File: config.mk
export PLATFORM = sky130hd
export DESIGN_NAME = hra_ctrl
export DESIGN_NICKNAME = d
export VERILOG_FILES = /design/src/hdl/hra_pkg.sv /design/src/hdl/hra_ctrl.sv
export SDC_FILE = /design/constraint.sdc
export NUM_CORES = 1
export LEC_CHECK = 0
export BUFFER_PORTS_ARGS = -buffer_cell sky130_fd_sc_hd__buf_2
export CAP_MARGIN = 10
export CORE_UTILIZATION = 39
export CTS_BUF_LIST = sky130_fd_sc_hd__clkbuf_8
export CTS_CLUSTER_SIZE = 12
export DETAILED_ROUTE_END_ITERATION = 16
export PLACE_DENSITY = 0.71
export SLEW_MARGIN = 15
export SYNTH_ARGS = -nofsm -noshare
export SYNTH_HDL_FRONTEND = slang
export SYNTH_SLANG_ARGS = --single-unit
File: constraint.sdc
create_clock -name clk -period 1.7 [get_ports clk]
set_input_delay 0.255 -clock clk [delete_from_list [all_inputs] [get_ports clk]]
set_output_delay 0.255 -clock clk [all_outputs]
set_load 0.02 [all_outputs]
File: src/hdl/hra_pkg.sv
// hashed result accumulator: shared types and constants
// no dependencies
package hra_pkg;

  localparam int KEY_W   = 31;
  localparam int SCORE_W = 32;
  localparam int CNT_W   = 24;
  localparam int IDX_W   = 12;
  localparam int LIM_W   = 13;

  localparam logic [1:0] OP_ADD   = 2'd0;
  localparam logic [1:0] OP_PROBE = 2'd1;
  localparam logic [1:0] OP_READ  = 2'd2;

  localparam logic [LIM_W-1:0] LIMIT_RESET = 13'd4096;

  // controller to datapath
  typedef struct packed {
    logic load;       // capture input item
    logic clr_step;   // start clearing pass step
    logic head_rd;    // read bucket head
    logic ent_rd;     // read entry at current pointer
    logic follow;     // pointer takes next link
    logic upd;        // write merged entry back
    logic ins;        // write new entry and relink bucket
    logic rd_idx;     // pointer takes read index
    logic fin_hit;    // result from entry
    logic fin_miss;   // result all zero except flags
    logic fin_drop;   // dropped result
    logic out_take;   // result handed over
  } hra_cmd_t;

  // datapath to controller
  typedef struct packed {
    logic [1:0] op;
    logic head_valid;
    logic key_match;
    logic next_valid;
    logic ptr_ok;      // pointer below entry count
    logic full;
    logic ridx_ok;
    logic clr_done;
    logic out_valid;
  } hra_sts_t;

  function automatic logic [SCORE_W-1:0] sat_score(input logic [SCORE_W-1:0] a,
                                                   input logic [SCORE_W-1:0] b);
    logic [SCORE_W:0] s;
    s = {1'b0, a} + {1'b0, b};
    return s[SCORE_W] ? {SCORE_W{1'b1}} : s[SCORE_W-1:0];
  endfunction

  function automatic logic [CNT_W-1:0] sat_cnt(input logic [CNT_W-1:0] a,
                                               input logic [CNT_W-1:0] b);
    logic [CNT_W:0] s;
    s = {1'b0, a} + {1'b0, b};
    return s[CNT_W] ? {CNT_W{1'b1}} : s[CNT_W-1:0];
  endfunction

endpackage

File: src/hdl/hra_ctrl.sv
// hashed result accumulator: sequencer for lookup, merge, insert and read
// depends on hra_pkg
module hra_ctrl import hra_pkg::*; (
  input  logic     clk,
  input  logic     rst,
  input  logic     in_valid,
  output logic     in_stall,
  input  logic     out_stall,
  input  hra_sts_t sts,
  output hra_cmd_t cmd
);

  typedef enum logic [7:0] {
    S_CLEAR = 8'b00000001,
    S_IDLE  = 8'b00000010,
    S_HEAD  = 8'b00000100,
    S_ENT   = 8'b00001000,
    S_CMP   = 8'b00010000,
    S_RD    = 8'b00100000,
    S_RCMP  = 8'b01000000,
    S_DONE  = 8'b10000000
  } state_t;

  state_t state, state_next;

  always_ff @(posedge clk) begin
    if (rst) state <= S_CLEAR;
    else state <= state_next;
  end

  // item taken only when idle and result slot empty or leaving
  assign in_stall = (state != S_IDLE) || (sts.out_valid && out_stall);

  always_comb begin
    cmd = '0;
    state_next = state;
    cmd.out_take = sts.out_valid && !out_stall;
    unique case (state)
      S_CLEAR: begin
        cmd.clr_step = 1'b1;
        if (sts.clr_done) state_next = S_IDLE;
      end
      S_IDLE: begin
        if (in_valid && !in_stall) begin
          cmd.load = 1'b1;
          state_next = S_HEAD;
        end
      end
      S_HEAD: begin
        unique case (sts.op)
          OP_ADD, OP_PROBE: begin
            cmd.head_rd = 1'b1;
            state_next = S_ENT;
          end
          OP_READ: begin
            cmd.rd_idx = 1'b1;
            state_next = S_RD;
          end
          default: begin
            cmd.fin_miss = 1'b1;
            state_next = S_IDLE;
          end
        endcase
      end
      S_ENT: begin
        if (!sts.head_valid || !sts.ptr_ok) state_next = S_DONE;
        else begin
          cmd.ent_rd = 1'b1;
          state_next = S_CMP;
        end
      end
      S_CMP: begin
        if (sts.key_match) begin
          cmd.upd = 1'b1;
          cmd.fin_hit = 1'b1;
          state_next = S_IDLE;
        end else if (sts.next_valid) begin
          cmd.follow = 1'b1;
          state_next = S_ENT;
        end else state_next = S_DONE;
      end
      S_DONE: begin
        // key not in table
        state_next = S_IDLE;
        if (sts.op == OP_ADD) begin
          if (sts.full) cmd.fin_drop = 1'b1;
          else begin
            cmd.ins = 1'b1;
            cmd.fin_hit = 1'b1;
          end
        end else cmd.fin_miss = 1'b1;
      end
      S_RD: begin
        if (sts.ridx_ok) begin
          cmd.ent_rd = 1'b1;
          state_next = S_RCMP;
        end else begin
          cmd.fin_miss = 1'b1;
          state_next = S_IDLE;
        end
      end
      S_RCMP: begin
        cmd.fin_hit = 1'b1;
        state_next = S_IDLE;
      end
      default: state_next = S_CLEAR;
    endcase
  end

endmodule

# --- Yosys cells after proc, flatten, opt, wreduce, memory -nomap -nowiden ---
# Index checks and enable logic that the tools add are counted.
classes:
  eq_ne: 13
  muxes: 33
  reduce_logical: 14
ops:
  columns: ["op", "n"]
  rows:
  - ["$pmux 8 s7", 1]
  - ["$mux 8", 5]
  - ["$mux 1", 21]
  - ["$pmux 6 s2", 1]
  - ["$eq 8x1->1 const B", 1]
  - ["$eq 8x2->1 const B", 1]
  - ["$eq 8x3->1 const B", 1]
  - ["$eq 8x4->1 const B", 1]
  - ["$eq 8x5->1 const B", 1]
  - ["$eq 8x6->1 const B", 1]
  - ["$eq 8x7->1 const B", 1]
  - ["$eq 8x8->1 const B", 1]
  - ["$ne 8x2->1 const B", 1]
  - ["$mux 7", 1]
  - ["$pmux 1 s3", 2]
  - ["$logic_not 1->1", 4]
  - ["$ne 2x2->1 const B", 2]
  - ["$reduce_or 2->1", 2]
  - ["$logic_and 1x1->1", 3]
  - ["$reduce_or 3->1", 1]
  - ["$eq 2x1->1 const B", 1]
  - ["$eq 2x2->1 const B", 1]
  - ["$logic_not 2->1", 1]
  - ["$logic_or 1x1->1", 2]
  - ["3 further kinds", 3]
word_totals:
  out_inout_bits: 13
  reg_bits: 8
  input_bits: 14

# --- Depth between registers and ports, before layout ---
logic_depth:
  word_depth: 6
  ltp_mapped: 4

# --- Least setup slack after synthesis ---
# OpenSTA, ideal clock, no wires.
synth_path:
  path_type: "register to output"
  startpoint: "reg state[7]"
  endpoint: "out cmd[2] (netlist name)"
  arrival_time_ns: 1.641
  path_buffers: 0
  path_stages_with_launch: 5
  slack_ns: -0.196
  path_cell_list: "dfxtp_1 or4_4 nor4b_4 a21oi_1 o22ai_1"
synth_lines:
  columns: ["item", "line_no", "source"]
  rows:
  - ["start, declared", "hra_ctrl.sv:24", "state_t state, state_next;"]
  - ["start signal, assigned", "hra_ctrl.sv:28", "else state <= state_next;"]
  - ["end, declared", "hra_ctrl.sv:10", "output hra_cmd_t cmd"]

==> results.sh <==
export IMPL_routedWlPerCell_um=23.1
export IMPL_largest_register="state"
export IMPL_ys_warn_count=0
export IMPL_reg2regPathDepth=9
export IMPL_worstSkewPairLatency_ns=0.24
export IMPL_cts_buffers=3
export IMPL_finalCriticalPeriod_ns=2.14
export IMPL_crit_arrival_ns=1.88
export IMPL_drv_slew=0
export IMPL_setup_viol=17
export IMPL_p_per_area_nw_per_um2=569
export IMPL_finalCritPeriodShare_pct=126
export IMPL_violations="setup timing"
export IMPL_nNetsFinal=149
export IMPL_grtUsageTotal_pct=39.5
export IMPL_hold_violations=0
export IMPL_cts_buffer_depth=2
export IMPL_seq_area_frac_synth_pct=27.1
export IMPL_core_sq_um=1350
export IMPL_largestRegisters="state (8)"
export IMPL_tns_ns=-3.81
export IMPL_max_cap_viol_count=0
export IMPL_leakage_nw=0.546
export IMPL_avgViaCountPerCell=6.52
export IMPL_required_ns=1.44
export IMPL_htreeDepth=1
export IMPL_ys_ff_latch=8
export IMPL_status="finished, violations left"
export IMPL_layoutNonFillerInstCount=148
export IMPL_max_vdd_ir_drop_v=0.000431
export IMPL_yosysUniqueCellTypes=32
export IMPL_swShare_pct=34.0
export IMPL_dp_hpwl_um=1440
export IMPL_synthesis_area_sq_um=591
export IMPL_drtAntennaViolNets=0
export IMPL_diodes=0
export IMPL_hp_class="input port to flop"
export IMPL_pin_count=27
export IMPL_gp_congestion=0.912
export IMPL_syn_avg_cell_area_sq_um=7.77
export IMPL_detail_route_drc_violations=0
export IMPL_grt_pass1_wl_um=4080
export IMPL_drtIter0Drc=45
export IMPL_worst_slack_ns=-0.439
export IMPL_async_flop_share_pct=0
export IMPL_rows=13
export IMPL_cts_tree="built"
export IMPL_end_kind="output port"
export IMPL_switchingPower_mw=0.234
export IMPL_crit_type="flop to output port"
export IMPL_start_util_pct=43.7
export IMPL_cts_hold_fix_buffers=0
export IMPL_max_freq_mhz=467
export IMPL_cts_sinks=8
export IMPL_overflow=0
export IMPL_antenna_found_initial=0
export IMPL_area_growth_pct=104
export IMPL_finClkSkew_ns=0.00578
export IMPL_rsz0062_at_grt="yes"
export IMPL_die_h_um=40.9
export IMPL_start_kind="flop"
export IMPL_pre_cts_ws_ns=-0.122
export IMPL_internal_power_mw=0.453
export IMPL_die_w_um=40.9
export IMPL_sequentialPowerShare_pct=31.1
export IMPL_clockPowerShare_pct=36.8
export IMPL_synth_cells=76
export IMPL_dieArea_sq_um=1670
export IMPL_globalRouteMet1Util_pct=41.0
export IMPL_cts_root_buf="clkbuf_8"
export IMPL_hold_depth=2
export IMPL_grt_pass1_vias=848
export IMPL_synth_nets=90
export IMPL_grt_max_degree=7
export IMPL_fin_hold_ws_ns=0.286
export IMPL_largest_reg_flops=8
export IMPL_gr_usage_met2_pct=65.6
export IMPL_first_pass_iters=4
export IMPL_worst_path_max_fanout=4
export IMPL_globalRoute_busiestLayer="met2"
export IMPL_tightest_slew_ns=0.395
export IMPL_use_met3_pct=11.4
export IMPL_ys_flop_type="dfxtp_1"
export IMPL_drive_above_1_share_pct=66.2
export IMPL_port_buffers=26
export IMPL_dp_cells=136
export IMPL_clkTransAtPathRegs_ns=0.05
export IMPL_maxSlewHeadroom_pct=73.4
export IMPL_wirelength_um=3430
export IMPL_power_frac_comb_pct=32.1
export IMPL_vias=965
export IMPL_synth_edf_count=0
cells in the final DEF (no fill, tap or decap), types with 4 or more instances in the layout:
| cell | n |
|---|---|
| nor3_1 | 4 |
| nor2_1 | 8 |
| buf_6 | 14 |
| inv_1 | 4 |
| buf_4 | 26 |
| dfxtp_2 | 5 |
| nand2_1 | 6 |
| buf_2 | 14 |
final timing paths:
kind	startpoint	endpoint	slack, ns
setup / recovery	state[7]$_SDFFE_PP0P_	cmd[2]	-0.44
hold / removal	rst	state[7]$_SDFFE_PP0P_	0.29
setup reg to reg	state[7]$_SDFFE_PP0P_	state[4]$_SDFFE_PP0P_	-0.35
hold reg to reg	state[1]$_SDFFE_PP0P_	state[2]$_SDFFE_PP0P_	0.72
repair_timing:
| action | in CTS | in global routing |
|---|---|---|
| hold endpoints to repair | 0 | 0 |
| buffers inserted | 9 | 2 |
| pin swaps | 11 | 4 |
| gates resized for setup | 42 | 13 |
| endpoints found under the setup margin | 12 | 17 |
power by group through the flow:
| stage | registers (mW) | clock network [mW] | logic, mW |
|---|---|---|---|
| finish | 0.214 | 0.253 | 0.220 |
| global placement | 0.213 | 0 | 0.159 |
| global route | 0.215 | 0.258 | 0.228 |
| detailed placement | 0.213 | 0 | 0.160 |
| CTS | 0.210 | 0.240 | 0.187 |
| floorplan | 0.212 | 0 | 0.0790 |
layout make-up:
class,count,area [sq um]
fill,62,143
inverter,4,15.0
timing repair buffer,54,423
sequential,8,166
tap,15,18.8
multi-input combinational,64,543
clock buffer,3,41.3
cell families after synthesis:
family | after synthesis | share of synthesized area [%]
buffers and inverters | 4 | 2.54
flip-flops | 8 | 27.1
XOR/XNOR | 2 | 2.97
AND/OR/NAND/NOR | 49 | 53.2
AO/OA/AOI/OAI | 13 | 14.2
layer usage:
layer / wire length, um / part of all wire (%) / vias to the layer above
met1: 1290 / 38 / 452
met2: 1610 / 47 / 86
li1: - / - / 393
met3: 338 / 9.9 / 34
met5: 0 / 0 / -
met4: 180 / 5.3 / 0
worst max-delay path, stage by stage, from the launching register on:
cell     delay (ns)
dfxtp_2        0.32
or4_4          0.55
nor4b_4        0.36
a21oi_1        0.15
o22ai_2        0.12
buf_6          0.14
cells in the mapped netlist, types with 2 or more instances:
library cell | n | area, sq um
nor2_1 | 10 | 37.5
dfxtp_1 | 8 | 160
nand2_1 | 8 | 30.0
a21oi_1 | 4 | 20.0
inv_1 | 4 | 15.0
nor3_1 | 4 | 20.0
nand2b_1 | 3 | 18.8
nand3_1 | 3 | 15.0
and3_1 | 2 | 12.5
and3b_1 | 2 | 17.5
nand3b_1 | 2 | 15.0
nor2b_1 | 2 | 12.5
nor4_1 | 2 | 12.5
o21ai_0 | 2 | 10.0
o31ai_1 | 2 | 15.0
xnor2_1 | 2 | 17.5
metrics by stage:
step	power [mW]	area (sq um)	util [%]
4_1_cts	0.636	1170	86.5
3_3_place_gp	0.371	897	66.5
6_report	0.687	1210	89.4
3_5_place_dp	0.373	897	66.5
2_1_floorplan	0.291	606	-
5_1_grt	0.700	1210	89.4
No activity file was read; power rests on OpenSTA's default activity.
